`config.mk`:
```
export PLATFORM = sky130hd
export DESIGN_NAME = pfsa_front
export DESIGN_NICKNAME = d
export VERILOG_FILES = /design/src/hdl/pfsa_pkg.sv /design/src/hdl/pfsa_front.sv
export SDC_FILE = /design/constraint.sdc
export NUM_CORES = 1
export LEC_CHECK = 0
export CAP_MARGIN = 20
export CORE_MARGIN = 2
export CORE_UTILIZATION = 35
export DETAILED_ROUTE_END_ITERATION = 7
export DONT_BUFFER_PORTS = 1
export PLACE_DENSITY_LB_ADDON = 0.3
export SETUP_SLACK_MARGIN = 0.4
export SLEW_MARGIN = 10
export SYNTH_ARGS = -nofsm -noshare
export SYNTH_HDL_FRONTEND = slang
export SYNTH_SLANG_ARGS = --single-unit
```
`constraint.sdc`:
```
create_clock -name vclk -period 10.1
set_input_delay 3.03 -clock vclk [all_inputs]
set_output_delay 3.03 -clock vclk [all_outputs]
set_load 0.1 [all_outputs]
```
`src/hdl/pfsa_pkg.sv`:
```
package pfsa_pkg;

  localparam int ADDR_W          = 48;
  localparam int OP_W            = 3;
  localparam int STATUS_W        = 2;
  localparam int FREE_COUNT_W    = 13;
  localparam int STACK_DEPTH_DEF = 4096;
  localparam int PAGE_BYTES      = 4096;
  localparam int PAGE_SHIFT      = $clog2(PAGE_BYTES);
  // Page numbers of a 49-bit byte address: the region end may reach the top of space.
  localparam int PG_W            = ADDR_W + 1 - PAGE_SHIFT;

  localparam logic [OP_W-1:0] OP_CLEAR = 3'd0;
  localparam logic [OP_W-1:0] OP_ADD   = 3'd1;
  localparam logic [OP_W-1:0] OP_ALLOC = 3'd2;
  localparam logic [OP_W-1:0] OP_FREE  = 3'd3;

  localparam logic [STATUS_W-1:0] ST_DONE  = 2'd0;
  localparam logic [STATUS_W-1:0] ST_EMPTY = 2'd1;
  localparam logic [STATUS_W-1:0] ST_FULL  = 2'd2;
  localparam logic [STATUS_W-1:0] ST_NULL  = 2'd3;

  typedef struct packed {
    logic [OP_W-1:0]   operation;
    logic [ADDR_W-1:0] region_base;
    logic [ADDR_W-1:0] region_length;
    logic              region_usable;
    logic [ADDR_W-1:0] freed_address;
  } in_item_t;

  typedef struct packed {
    logic [ADDR_W-1:0]       page_address;
    logic [STATUS_W-1:0]     status;
    logic [FREE_COUNT_W-1:0] free_count;
  } out_item_t;

  typedef enum logic [2:0] {
    CMD_CLEAR,
    CMD_REGION,
    CMD_ALLOC,
    CMD_FREE,
    CMD_NULL_FREE,
    CMD_QUERY
  } cmd_kind_t;

  typedef struct packed {
    cmd_kind_t         kind;
    logic [ADDR_W-1:0] addr;
    logic [PG_W-1:0]   first_pg;
    logic [PG_W-1:0]   end_pg;
  } cmd_t;

endpackage

```
`src/hdl/pfsa_front.sv`:
```
module pfsa_front (
  input  logic              in_valid,
  output logic              in_stall,
  input  pfsa_pkg::in_item_t in_data,
  input  logic              q_full,
  output logic              q_push,
  output pfsa_pkg::cmd_t    q_cmd
);
  import pfsa_pkg::*;

  logic [ADDR_W:0] start_sum;
  logic [ADDR_W:0] end_sum;
  logic [PG_W-1:0] first_pg;
  logic [PG_W-1:0] end_pg;

  // Purely combinational classification; the queue holds the result.
  assign start_sum = {1'b0, in_data.region_base} + (ADDR_W+1)'(PAGE_BYTES - 1);
  assign end_sum   = {1'b0, in_data.region_base} + {1'b0, in_data.region_length};
  assign first_pg  = start_sum[ADDR_W:PAGE_SHIFT];
  // end clipped to the top of the address space
  assign end_pg    = end_sum[ADDR_W] ? {1'b1, {(PG_W-1){1'b0}}} : end_sum[ADDR_W:PAGE_SHIFT];

  assign in_stall = q_full;
  assign q_push   = in_valid && !q_full;

  always_comb begin
    q_cmd.addr     = in_data.freed_address;
    q_cmd.first_pg = first_pg;
    q_cmd.end_pg   = end_pg;
    unique case (in_data.operation)
      OP_CLEAR: q_cmd.kind = CMD_CLEAR;
      OP_ADD: begin
        if (in_data.region_usable && (first_pg < end_pg)) q_cmd.kind = CMD_REGION;
        else q_cmd.kind = CMD_QUERY;
      end
      OP_ALLOC: q_cmd.kind = CMD_ALLOC;
      OP_FREE: begin
        if (in_data.freed_address == '0) q_cmd.kind = CMD_NULL_FREE;
        else q_cmd.kind = CMD_FREE;
      end
      default: q_cmd.kind = CMD_QUERY;
    endcase
  end

endmodule

```
# Yosys cells after proc, flatten, opt, wreduce, memory -nomap -nowiden

Index checks and enable logic that the tools add are counted.

Add/sub/neg operators: 2
$lt $le $gt $ge: 1
Eq/ne operators: 3
Mux-type cells: 4
Reductions and logical operators: 5

Operator list:

| operator                                                         | count |
|---|---|
| 48-bit by 12-bit adder with 49-bit output, second input constant | 1 |
| 48-bit by 48-bit adder with 49-bit output                        | 1 |
| 48-bit logical NOT                                               | 1 |
| 37-bit < comparator                                              | 1 |
| 37-bit two-way mux                                               | 1 |
| 3-bit case mux with 4 select lines                               | 1 |
| 3-bit by 2-bit == test with 1-bit output, second input constant  | 2 |
| 3-bit two-way mux                                                | 2 |
| 3-bit by 1-bit == test with 1-bit output, second input constant  | 1 |
| 3-bit logical NOT                                                | 1 |
| 1-bit logical AND                                                | 2 |
| 1-bit logical NOT                                                | 1 |

Flip-flop bits (word level): 0
Input bits: 150
Word-level logic and storage cells: 15

# Longest topological paths before layout

Word-level depth: 6
Gate-level depth with buffers: 22

# Worst setup path after synthesis

Ideal clock, no wire load.

Kind: input-to-output
Start: input port in_data[106] in the netlist's numbering
End: output port q_cmd[124] in the netlist's numbering
Arrival: 8992 ps
Required time: 7070 ps
Setup slack: -1922 ps
Stages on the path: 17
Cells stage by stage: nor4_1 -> a31oi_1 -> and4_4 -> and3_1 -> clkbuf_2 -> and3_1 -> buf_2 -> and4_4 -> nand3_1 -> xnor2_1 -> ha_1 -> nand4_1 -> nor4_1 -> nand2_1 -> nor4_1 -> o31ai_1 -> a21oi_1

RTL lines:

| what               | line            | RTL |
|---|---|---|
| start: declaration | pfsa_front.sv:4 | `input pfsa_pkg::in_item_t in_data,` |
| end: declaration   | pfsa_front.sv:7 | `output pfsa_pkg::cmd_t q_cmd` |

==> reports/results.ini <==
[power]
finalPower_w = 0.000788
ir_drop_mv = 0.115
leakagePower_nw = 2.97
power_density_mw_per_mm2 = 116

[yosys]
syn-instance-count = 697
netlist_area_sq_mm = 0.00479
synth_nets = 930
ys_types = 55
yosysWarnings = 0
avgSynthCellArea_sq_um = 6.87
ys_seq_area_share_pct = 0

[sta]
period_share_pct = 97.4
finalHoldViolations = 0
fmax_ghz = 0.102
timing.hold.ws_ns = 6.06
tightest_slew_ns = 1.18
finalWorstSetupSlack_ns = 0.258
tns_ns = 0
slew_headroom_pct = 21.3
rsz0062_at_grt = yes
min_period_ns = 9.84
finalMaxSlewViolations = 0
final-setup-viol-count = 0

[route]
routed_wl_um = 20200
ant_nets = 0
drc = 0
vias_per_cell = 5.85
top_layer = met4
drtPass1Iterations = 5
wl_met3_um = 1700
drtIter0Drc = 219
via_count = 5523
wl_met1_um = 7660
route.met2.wl_um = 10300
wl_per_cell_um = 21.4

[place]
post-place-ws_ns = -0.171
place.gp.congestion = 0.895
post-place-cells = 901
port-buffer-count = 0
dp_hpwl_um = 16800

[finish]
num-nets-final = 1002
final_common_cell = buf_4
area_growth_syn_to_layout_pct = 42.3
nFillCells = 1278
final_cell_mix = 128 x buf_4, 59 x nand2_1, 58 x ha_1, 36 x nor2_1, 35 x a21o_1
final-instance-count-excl-fill = 944
seq_area_sq_um = 0
nFlopsAndLatches = 0
clkbuf_count = 0
drive_gt1_share_pct = 38.3

[floorplanning]
die_w_um = 121
fp-row-count = 42
io_pins = 277
core-area_sq_mm = 0.0133
dieHeight_um = 121
start_util_pct = 36.0
die_area_sq_mm = 0.0146

[hold_path]
hp-class = in -> out
holdPathEnd = q_cmd[115]
min_from = in_data[41]
worstHoldPathCells = 0

[run]
cap_viol_max_count = 0

[grt]
grt_max_degree = 16
grt_antenna_before_repair = 0
grt_pass1_vias = 5697
grt_use_total_pct = 25.9
grt_pass1_wl_um = 30100
grt_overflow = 0

[setup_path]
path_max_fanout = 4
startpoint = in_data[69]
path_class = in -> out
crit_arrival_ns = 6.81
required_ns = 7.07
end_kind = primary output
critPathLaunchType = input port

[run_status]
status = finished, final reports clean

[cts]
cts.hold.buffers_added = 0

==> Yosys cell counts, drive strengths merged (4+ instances only) <==
cell type / instances / area, sq um
nand2: 67 / 251
a22oi: 4 / 30.0
nor2b: 8 / 50.1
clkbuf: 17 / 65.1
inv: 20 / 75.1
a21o: 35 / 263
and3: 10 / 62.6
and4: 5 / 48.8
nor4: 19 / 119
or3: 7 / 43.8
a31oi: 12 / 75.1
nand3: 25 / 125
xor2: 28 / 245
ha: 83 / 1040
nand4: 27 / 169
nor3: 8 / 40.0
xnor2: 39 / 342
a21oi: 48 / 248
nor2: 43 / 161
o21ai: 41 / 216
and2: 30 / 190
buf: 58 / 435
nand2b: 10 / 62.6
a211oi: 4 / 30.0
o211ai: 10 / 80.1
==> how the worst max path moves through the flow <==
| stage | end |
|---|---|
| 2_1_floorplan | q_cmd[124] |
| 3_3_place_gp | q_cmd[124] |
| 3_5_place_dp | q_cmd[124] |
| 4_1_cts | q_cmd[124] |
| 5_1_grt | q_cmd[124] |
| 6_report | q_cmd[124] |
==> layer usage <==
metal,GRT usage [%],up-vias
met5,0,-
met4,5.96,0
met3,5.03,35
met2,47.3,253
met1,31.0,2585
li1,-,2650
==> critical path, cell delays in order <==
cell,delay [ns]
ha_4,0.25
buf_6,0.13
nand3_2,0.06
nor2_1,0.05
or4_1,0.46
a31o_1,0.27
o211ai_2,0.19
and2_4,0.18
o21ai_4,0.07
or3_4,0.40
ha_4,0.25
a21o_1,0.17
a21o_1,0.19
a21oi_2,0.22
o21ai_1,0.14
a22oi_2,0.16
nand3_1,0.13
a21oi_2,0.19
a21oi_4,0.09
buf_12,0.18
==> power breakdown <==
group | internal, W | switching (W) | total (W)
Sequential | 0 | 0 | 0
Combinational | 0.000253 | 0.000535 | 0.000788
Clock | 0.0000000000134 | 0 | 0.0000000000134
==> layout make-up <==
type	count	area (sq um)	share of cell area, %
antenna	1	2.50	0.0367
inverter	21	83.8	1.23
multi-input combinational	601	5300	77.7
tap	176	220	3.23
timing repair buffer	145	1210	17.8
==> what timing repair did <==
item                                    CTS  global route
gates resized for setup                  81            55
endpoints found under the setup margin    1             1
pin swaps                                50            48
buffers inserted                         27            13
cloned                                    2             0
==> cells by family (layout without fill, tap and decap cells) <==
| group | after synthesis | after routing | synth area share, % |
|---|---|---|---|
| mux | 1 | 1 | 0.235 |
| buf+inv | 96 | 166 | 12.1 |
| simple gates | 268 | 268 | 29.0 |
| compound gates | 182 | 182 | 24.7 |
| other cells | 0 | 1 | 0 |
| xor+xnor | 67 | 67 | 12.3 |
| fa+ha+maj | 83 | 83 | 21.7 |
==> per-stage QoR <==
step                utilization (%)  area, sq um
floorplan                         -         5160
global placement               43.1         5730
detailed placement             43.1         5730
CTS                            48.6         6460
global route                   51.2         6810
finish                         51.3         6810
Power figures use the tool's default switching activity.
