$ cat src/hdl/pfsa_pkg.sv
package pfsa_pkg;

  localparam int ADDR_W          = 48;
  localparam int OP_W            = 3;
  localparam int STATUS_W        = 2;
  localparam int FREE_COUNT_W    = 13;
  localparam int STACK_DEPTH_DEF = 4096;
  localparam int PAGE_BYTES      = 4096;
  localparam int PAGE_SHIFT      = $clog2(PAGE_BYTES);
  // Page numbers of a 49-bit byte address: the region end may reach the top of space.
  localparam int PG_W            = ADDR_W + 1 - PAGE_SHIFT;

  localparam logic [OP_W-1:0] OP_CLEAR = 3'd0;
  localparam logic [OP_W-1:0] OP_ADD   = 3'd1;
  localparam logic [OP_W-1:0] OP_ALLOC = 3'd2;
  localparam logic [OP_W-1:0] OP_FREE  = 3'd3;

  localparam logic [STATUS_W-1:0] ST_DONE  = 2'd0;
  localparam logic [STATUS_W-1:0] ST_EMPTY = 2'd1;
  localparam logic [STATUS_W-1:0] ST_FULL  = 2'd2;
  localparam logic [STATUS_W-1:0] ST_NULL  = 2'd3;

  typedef struct packed {
    logic [OP_W-1:0]   operation;
    logic [ADDR_W-1:0] region_base;
    logic [ADDR_W-1:0] region_length;
    logic              region_usable;
    logic [ADDR_W-1:0] freed_address;
  } in_item_t;

  typedef struct packed {
    logic [ADDR_W-1:0]       page_address;
    logic [STATUS_W-1:0]     status;
    logic [FREE_COUNT_W-1:0] free_count;
  } out_item_t;

  typedef enum logic [2:0] {
    CMD_CLEAR,
    CMD_REGION,
    CMD_ALLOC,
    CMD_FREE,
    CMD_NULL_FREE,
    CMD_QUERY
  } cmd_kind_t;

  typedef struct packed {
    cmd_kind_t         kind;
    logic [ADDR_W-1:0] addr;
    logic [PG_W-1:0]   first_pg;
    logic [PG_W-1:0]   end_pg;
  } cmd_t;

endpackage

$ cat src/hdl/pfsa_fifo.sv
module pfsa_fifo (
  input  logic           clk,
  input  logic           rst_n,
  input  logic           push,
  input  pfsa_pkg::cmd_t push_cmd,
  output logic           full,
  input  logic           pop,
  output logic           valid,
  output pfsa_pkg::cmd_t head_cmd
);
  import pfsa_pkg::*;

  cmd_t       entry_r [2];
  logic       wr_ptr_r, wr_ptr_nxt;
  logic       rd_ptr_r, rd_ptr_nxt;
  logic [1:0] used_r, used_nxt;

  assign full     = (used_r == 2'd2);
  assign valid    = (used_r != 2'd0);
  assign head_cmd = entry_r[rd_ptr_r];

  always_comb begin
    wr_ptr_nxt = wr_ptr_r ^ push;
    rd_ptr_nxt = rd_ptr_r ^ pop;
    used_nxt   = used_r + 2'(push) - 2'(pop);
  end

  always_ff @(posedge clk) begin
    if (!rst_n) begin
      wr_ptr_r <= 1'b0;
      rd_ptr_r <= 1'b0;
      used_r   <= 2'd0;
    end else begin
      wr_ptr_r <= wr_ptr_nxt;
      rd_ptr_r <= rd_ptr_nxt;
      used_r   <= used_nxt;
    end
  end

  always_ff @(posedge clk) begin
    if (push) begin
      entry_r[wr_ptr_r] <= push_cmd;
    end
  end

endmodule

$ cat config.mk
export PLATFORM = sky130hd
export DESIGN_NAME = pfsa_fifo
export DESIGN_NICKNAME = d
export VERILOG_FILES = /design/src/hdl/pfsa_pkg.sv /design/src/hdl/pfsa_fifo.sv
export SDC_FILE = /design/constraint.sdc
export NUM_CORES = 1
export LEC_CHECK = 0
export ABC_AREA = 1
export BUFFER_PORTS_ARGS = -buffer_cell sky130_fd_sc_hd__buf_2
export CORE_UTILIZATION = 52
export CTS_CLUSTER_SIZE = 16
export DETAILED_ROUTE_END_ITERATION = 10
export GPL_ROUTABILITY_DRIVEN = 0
export PLACE_DENSITY_LB_ADDON = 0.1
export SLEW_MARGIN = 20
export SYNTH_ARGS = -nofsm -noshare
export SYNTH_HDL_FRONTEND = slang
export SYNTH_SLANG_ARGS = --single-unit
$ cat constraint.sdc
create_clock -name clk -period 5.4 [get_ports clk]
set_clock_uncertainty 0.05 [all_clocks]
set_input_delay 0.54 -clock clk [delete_from_list [all_inputs] [get_ports clk]]
set_output_delay 0.54 -clock clk [all_outputs]
set_load 0.1 [all_outputs]
## After elaboration in Yosys (flattened, before gate mapping)

Memory sizes are Yosys's and may differ from the RTL's. A register that Yosys moved wholly into a read port is not among the register bits.
Cells that the tools add are included.
W data, S select, Z words.

- Memories: 1
- Register bits after elaboration: 4
- Output and inout port bits: 127
- Bits in writable memories: 250
- Logic and storage cells: 13

- Bitwise logic cells: 2
- Muxes and demuxes: 3
- $add $sub $neg: 2
- Equality and inequality tests: 1
- Reduce and logical (&&, ||, !) cells: 1

Memory list:

| name | words | width | read ports | clocked after Yosys merged registers in | write ports | line | source |
|---|---|---|---|---|---|---|---|
| entry_r | 2 | 125 | 1 | 1 | 1 | pfsa_fifo.sv:13 | `cmd_t entry_r [2];` |

Operators with widths:

| kind | number |
|---|---|
| $mux W1 | 3 |
| $add A2 B1 Y2 | 1 |
| $eq A2 B2 Y1 const B | 1 |
| $reduce_bool A2 Y1 | 1 |
| $sub A2 B1 Y2 | 1 |
| $xor A1 B1 Y1 | 2 |

## Longest topological paths before layout

Gate-level depths: netlist of the first run.

- Depth in word-level cells: 2
- Gate-level depth with buffers: 9
- Gate-level depth less buffers: 9

## Worst setup path after synthesis of the first run

OpenSTA, ideal clock, no wires.

- Path type: in2reg
- Start: input push
- End: memory entry_r[0][0] in the netlist's numbering (enable)
- Setup slack: 1377 ps
- Path buffers: 0
- Data required time: 4850 ps
- Stages on the path: 1
- Arrival time: 3473 ps
- Cells stage by stage: ha_1

- Word-level cells in the longest chain between the ends: 2

RTL lines:

| what | line | source |
|---|---|---|
| from (decl) | pfsa_fifo.sv:4 | `input logic push,` |
| $mux W1 | pfsa_fifo.sv:41 | `if (push) begin` |
| $mux W1 (not written as such) | pfsa_fifo.sv:42 | `entry_r[wr_ptr_r] <= push_cmd;` |
| to (decl) | pfsa_fifo.sv:13 |  |

No other way between the ends.

==> reports/qor.csv, run 1 <==
metric,value,unit
design_area,11800,sq um
hold_start,push_cmd[50],
max-clock-path-buffers,3,
synthAdderAreaFrac,0.530,%
end_kind,output port,
slew_viol_final,0,
fillers,1220,
cap_viol_max_count,0,
row_count,48,
nets,824,
yosys_warnings,0,
clkSlewWorstSetupHoldPaths,0.06,ns
chipHeight,137,um
hold_path_class,in -> reg,
rr_startpoint,wr_ptr_r$_SDFF_PN0_,
grt_overflow,0,
synthesis.area,9450,sq um
vias,4689,
cp_data_arrival_time,2.68,ns
grt_pass1_vias,4841,
core-area,17500,sq um
setup_viol,0,
synth_edf_count,250,
slowest_delay,0.89,ns
drtIter0Drc,210,
synthSimpleGateAreaFrac,0.450,%
path_buf_inv,2,
cts_tree,done,
cp_data_required_time,4.81,ns
holdPathEnd,entry_r[1][50]$_DFFE_PP_,
area_growth,24.6,%
track_usage,17.8,%
pre_cts_ws,2.64,ns
synth_area_leaders,"edfxtp_1 79%, mux2_2 8.9%, mux2_4 7.9%",
rsz0062_at_grt,no,
dp_cells,889,
instances_no_fill,937,
ys_ff_latch,255,
placed_area,11000,sq um
finalWorstSetupSlack,2.13,ns
dp_hpwl,11.4,mm
grt_pass1_wl,24.9,mm
synth_nets,551,
port_buffers,255,
crit_chain,buf_12 > mux2_2 > buf_2,
ff2ff_path_depth,3,
clock_latency,0.49,ns
postCtsResizedCells,0,
muxShareOfSynthArea,16.9,%
firstDrtPassIters,4,
grtUsageMet3,6.78,%
die_w,137,um
clock_sinks,255,
ys_seq_area_share,80.5,%
use_met1,21.1,%
p_per_area,444,nW/um^2
top_usage_layer,met2,
fmax,0.306,GHz
status,completed,
ir_drop,0.000314,V
synth_top_area_share,79.4,%
min_path_cells,1,
synth_cells,418,
root_buffer,clkbuf_16,
slew_headroom,38.1,%
pwr-share-comb,23.1,%
ioPinCount,256,
drive_above_1_share,59.8,%
ff2ff_setup_slack,3.36,ns
synth_top_cells_by_count,"250 x edfxtp_1, 75 x mux2_2, 50 x mux2_4",
routed_wl,16.9,mm
period_share,60.6,%
synth_xor_xnor_area_share,0.0927,%
synth.most_common_cell,edfxtp_1,
cts_buffers,25,
hold_viol_final,0,
post-cts-setup-buffers,0,
criticalPathCategory,reg -> out,
grt_use_met2,29.9,%
die-area,18700,sq um
grt_max_degree,67,
switching_share,32.2,%
hold_buffers,0,
syn_avg_cell_area,22.6,sq um
r2r_end,entry_r[0][42]$_DFFE_PP_,
start_util,53.9,%
setup_tns,0,ns
cpMaxStageDelayCell,dfxtp_4,
synth_compound_area_share,0.0530,%
ys_async_sr_fraction,0,%
cts.htree.levels,1,
intPower,3.54,mW
critPathLaunchType,flop,
switching_power,1.69,mW
postRouteAntennaNets,0,
seqPwrFrac,45.1,%
p_clk_share,31.7,%
worst_pin_slew,0.929,ns
wire_per_inst,18.0,um
period_needed,3.27,ns
vias_per_cell,5.00,
synthFlopType,edfxtp_1,
drc_errors,0,
synth_top_family_by_area,multiplexers,
leakage,4.56,nW
critPathTopFamily,flip-flops,
grt_antenna_before_repair,3,
crit_fanout,66,
worst-path-stages,3,
yosysUniqueCellTypes,13,
yosysTopAreaCell,edfxtp_1,
## final cells by class
cell class                      instances  area [sq um]  share of cell area, %
Sequential cell                       255          7610                   64.7
Multi-Input combinational cell        142          1730                   14.7
Timing Repair Buffer                  260          1330                   11.3
Clock buffer                           28           637                   5.41
Tap cell                              225           282                   2.39
Clock inverter                         17           155                   1.32
Inverter                                7          26.3                  0.223
Antenna cell                            3          7.51                 0.0638
## routing by layer
layer	vias to the layer above	share of wire [%]	routed length, um
li1	2202	-	-
met1	2259	37	6290
met2	190	49	8350
met3	34	11	1830
met4	4	2.2	378
met5	-	0.17	28
## power by group through the flow
stage | sequential (mW) | clock (mW) | combinational, mW
5_1_grt | 2.37 | 1.77 | 1.25
3_3_place_gp | 2.39 | 0 | 1.20
2_1_floorplan | 2.38 | 0 | 1.04
4_1_cts | 2.36 | 1.70 | 1.22
6_report | 2.36 | 1.66 | 1.21
3_5_place_dp | 2.40 | 0 | 1.22
## worst max path at each step
stage          startpoint                       to  slack [ns]
2_1_floorplan        push  entry_r[0][0]$_DFFE_PP_        1.38
3_3_place_gp         flop             head_cmd[48]        2.65
3_5_place_dp         flop             head_cmd[48]        2.64
4_1_cts              flop             head_cmd[48]        2.11
5_1_grt              flop             head_cmd[48]        2.00
6_report             flop             head_cmd[50]        2.13
## placed cells by master, fill, tap and decap left out
cell type   count
ha_4            2
dfxtp_4         1
mux2_2         75
dfxtp_1         4
clkinv_2        7
xnor2_1         1
clkbuf_16      25
nor2_1          5
diode_2         3
nand3_1         1
buf_4           4
a21oi_1         1
buf_12          1
ha_1            2
buf_2         255
clkbuf_1        3
clkinv_1        6
clkinvlp_4      1
edfxtp_1      250
nand2_1         5
bufinv_16       3
inv_1           7
mux2_4         50
## through the flow
stage / hold slack [ns] / power, mW / util, %
6_report: 0.176 / 5.23 / 67.1
5_1_grt: 0.150 / 5.38 / 67.1
4_1_cts: 0.157 / 5.28 / 67.1
3_5_place_dp: 0.453 / 3.62 / 62.6
3_3_place_gp: 0.447 / 3.60 / 62.6
2_1_floorplan: 0.430 / 3.43 / -
## state kept, by name, indices dropped and copies added, names as in the netlist, named ones only
name	cells
wr_ptr_r	1
rd_ptr_r	1
used_r	2
entry_r	250
## worst register-to-register path, cell delays in order (launching register included)
cell and delay (ns):
dfxtp_1 0.33, inv_1 0.09, ha_4 0.51, buf_4 0.65
## kinds of logic after synthesis
logic type	Yosys count
flip-flops	255
multiplexers	125
buffers and inverters	21
AND/OR/NAND/NOR	11
adder cells (fa/ha/maj)	4
AO/OA/AOI/OAI	1
XOR/XNOR	1
No activity file was read; power rests on OpenSTA's default activity.
==> run 2: changes to the inputs <==
==> constraint.sdc (replaced) <==
create_clock -name clk -period 3.05 [get_ports clk]
set_clock_uncertainty 0.05 [all_clocks]
set_input_delay 0.305 -clock clk [delete_from_list [all_inputs] [get_ports clk]]
set_output_delay 0.305 -clock clk [all_outputs]
set_load 0.1 [all_outputs]
==> run 2 against run 1 <==
  * Sequential cell count unchanged
  * Power is 83% higher
  * First-iteration DRC count rose by 60%
  * Combinational power up 91%
  * Highest routed layer is now met4
==> reports/qor.csv, run 2 (synthesized netlist as in run 1, its figures left out) <==
metric,value,unit
placed_area,11000,sq um
criticalPathCategory,reg -> out,
critPathTopFamily,buffers and inverters,
area_growth,38.8,%
drc_errors,0,
drtIter0Drc,336,
p_per_area,728,nW/um^2
vias,5266,
path_buf_inv,2,
max-clock-path-buffers,3,
dp_hpwl,11.1,mm
final_util,74.8,%
design_area,13100,sq um
grt_pass1_wl,28.8,mm
grt_overflow,0,
postCtsResizedCells,0,
ir_drop,0.000720,V
slowest_delay,0.65,ns
port_buffers,255,
period_share,87.0,%
fillers,1055,
clock_latency,0.51,ns
clock_sinks,255,
p_clk_share,32.2,%
cp_data_required_time,2.69,ns
rsz0062_at_grt,no,
start_util,53.9,%
final_cell_mix,"255 x buf_2, 250 x edfxtp_1, 126 x dlygate4sd3_1",
period_needed,2.65,ns
cts_buffers,26,
routed_wl,19.3,mm
finalPower,9.55,mW
slew_viol_final,0,
fmax,0.377,GHz
track_usage,20.3,%
slew_headroom,53.5,%
reg.largest.list,"entry_r (250), used_r (2)",
chipHeight,137,um
setup_viol,0,
firstDrtPassIters,4,
cts.htree.levels,1,
cts_tree,done,
intPower,6.49,mW
critPathLaunchType,flop,
crit_fanout,59,
grt_pass1_vias,5653,
root_buffer,clkbuf_16,
cap_viol_max_count,0,
final_common_cell,buf_2,
worst_pin_slew,0.697,ns
largest_reg_flops,250,
drive_above_1_share,50.7,%
status,completed,
cpMaxStageDelayCell,dfxtp_4,
leakage,5.12,nW
seqPwrFrac,43.6,%
hold_path_class,in -> reg,
end_kind,output port,
crit_chain,buf_12 > mux2_2 > buf_2,
setup_tns,0,ns
regMostFlops,entry_r,
ioPinCount,256,
vias_per_cell,4.95,
switching_power,3.06,mW
pwr-share-comb,24.2,%
clkSlewWorstSetupHoldPaths,0.06,ns
core-area,17500,sq um
wire_per_inst,18.1,um
switching_share,32.0,%
grt_antenna_before_repair,1,
postRouteAntennaNets,0,
row_count,48,
cp_data_arrival_time,2.30,ns
nets,952,
die_w,137,um
die-area,18700,sq um
grt_max_degree,75,
hold_viol_final,0,
-- run 2: cell count changes in the layout (fill, tap and decap cells not counted), moves of 2 or more --
cell and delta:
diode_2 -2, clkinv_2 -2, dlygate4sd3_1 +126, clkbuf_1 +3, clkbuf_16 +2, buf_4 -2, buf_12 +3
-- run 2: worst min-delay path, cell delays in order --
cell	delay, ns
buf_2	0.10
xnor2_1	0.08
nor2_1	0.10
-- run 2: routing by layer --
metal | vias to the layer above | wire [um] | part of all wire [%] | global-route usage (%)
met1 | 2580 | 7350 | 38 | 23.4
met3 | 39 | 1470 | 7.7 | 5.93
li1 | 2449 | - | - | -
met2 | 198 | 9870 | 51 | 36.0
met5 | - | 0 | 0 | 0
met4 | 0 | 563 | 2.9 | 7.51
-- run 2: final timing paths --
path                        from                  endpoint  slack, ns  depth (start not counted)
max                         flop              head_cmd[36]       0.40                          3
min                          pop                      flop       0.07                          3
max reg2reg  wr_ptr_r$_SDFF_PN0_  entry_r[0][82]$_DFFE_PP_       1.48                          3
min reg2reg  rd_ptr_r$_SDFF_PN0_                      flop       0.53                          2
-- run 2: cell type report --
class                           instances  area, sq um  share of cell area (%)
Sequential cell                       255         7610                    58.0
Timing Repair Buffer                  387         2630                    20.1
Multi-Input combinational cell        142         1730                    13.2
Clock buffer                           33          698                    5.32
Tap cell                              225          282                    2.15
Clock inverter                         13          134                    1.02
Inverter                                7         26.3                   0.200
Antenna cell                            1         2.50                  0.0191
-- run 2: per-stage QoR --
stage	cells	worst slack, ns	hold WS (ns)
after detailed placement	890	0.934	0.446
after global routing	1063	0.322	0.0735
after CTS	1062	0.374	0.0347
final	1063	0.398	0.0663
after global placement	890	0.948	0.442
after floorplan	418	0.586	0.348
-- run 2: what timing repair did --
action / in CTS / in global routing
setup buffers: 0 / 0
hold buffers: 126 / 0
endpoints found under the hold margin: 252 / 0
-- run 2: power groups by stage --
stage               registers [mW]  clock network (mW)  logic, mW
floorplan                     4.21                   0       1.85
global placement              4.22                   0       2.16
detailed placement            4.23                   0       2.18
CTS                           4.16                3.14       2.31
global route                  4.18                3.27       2.39
finish                        4.16                3.08       2.31
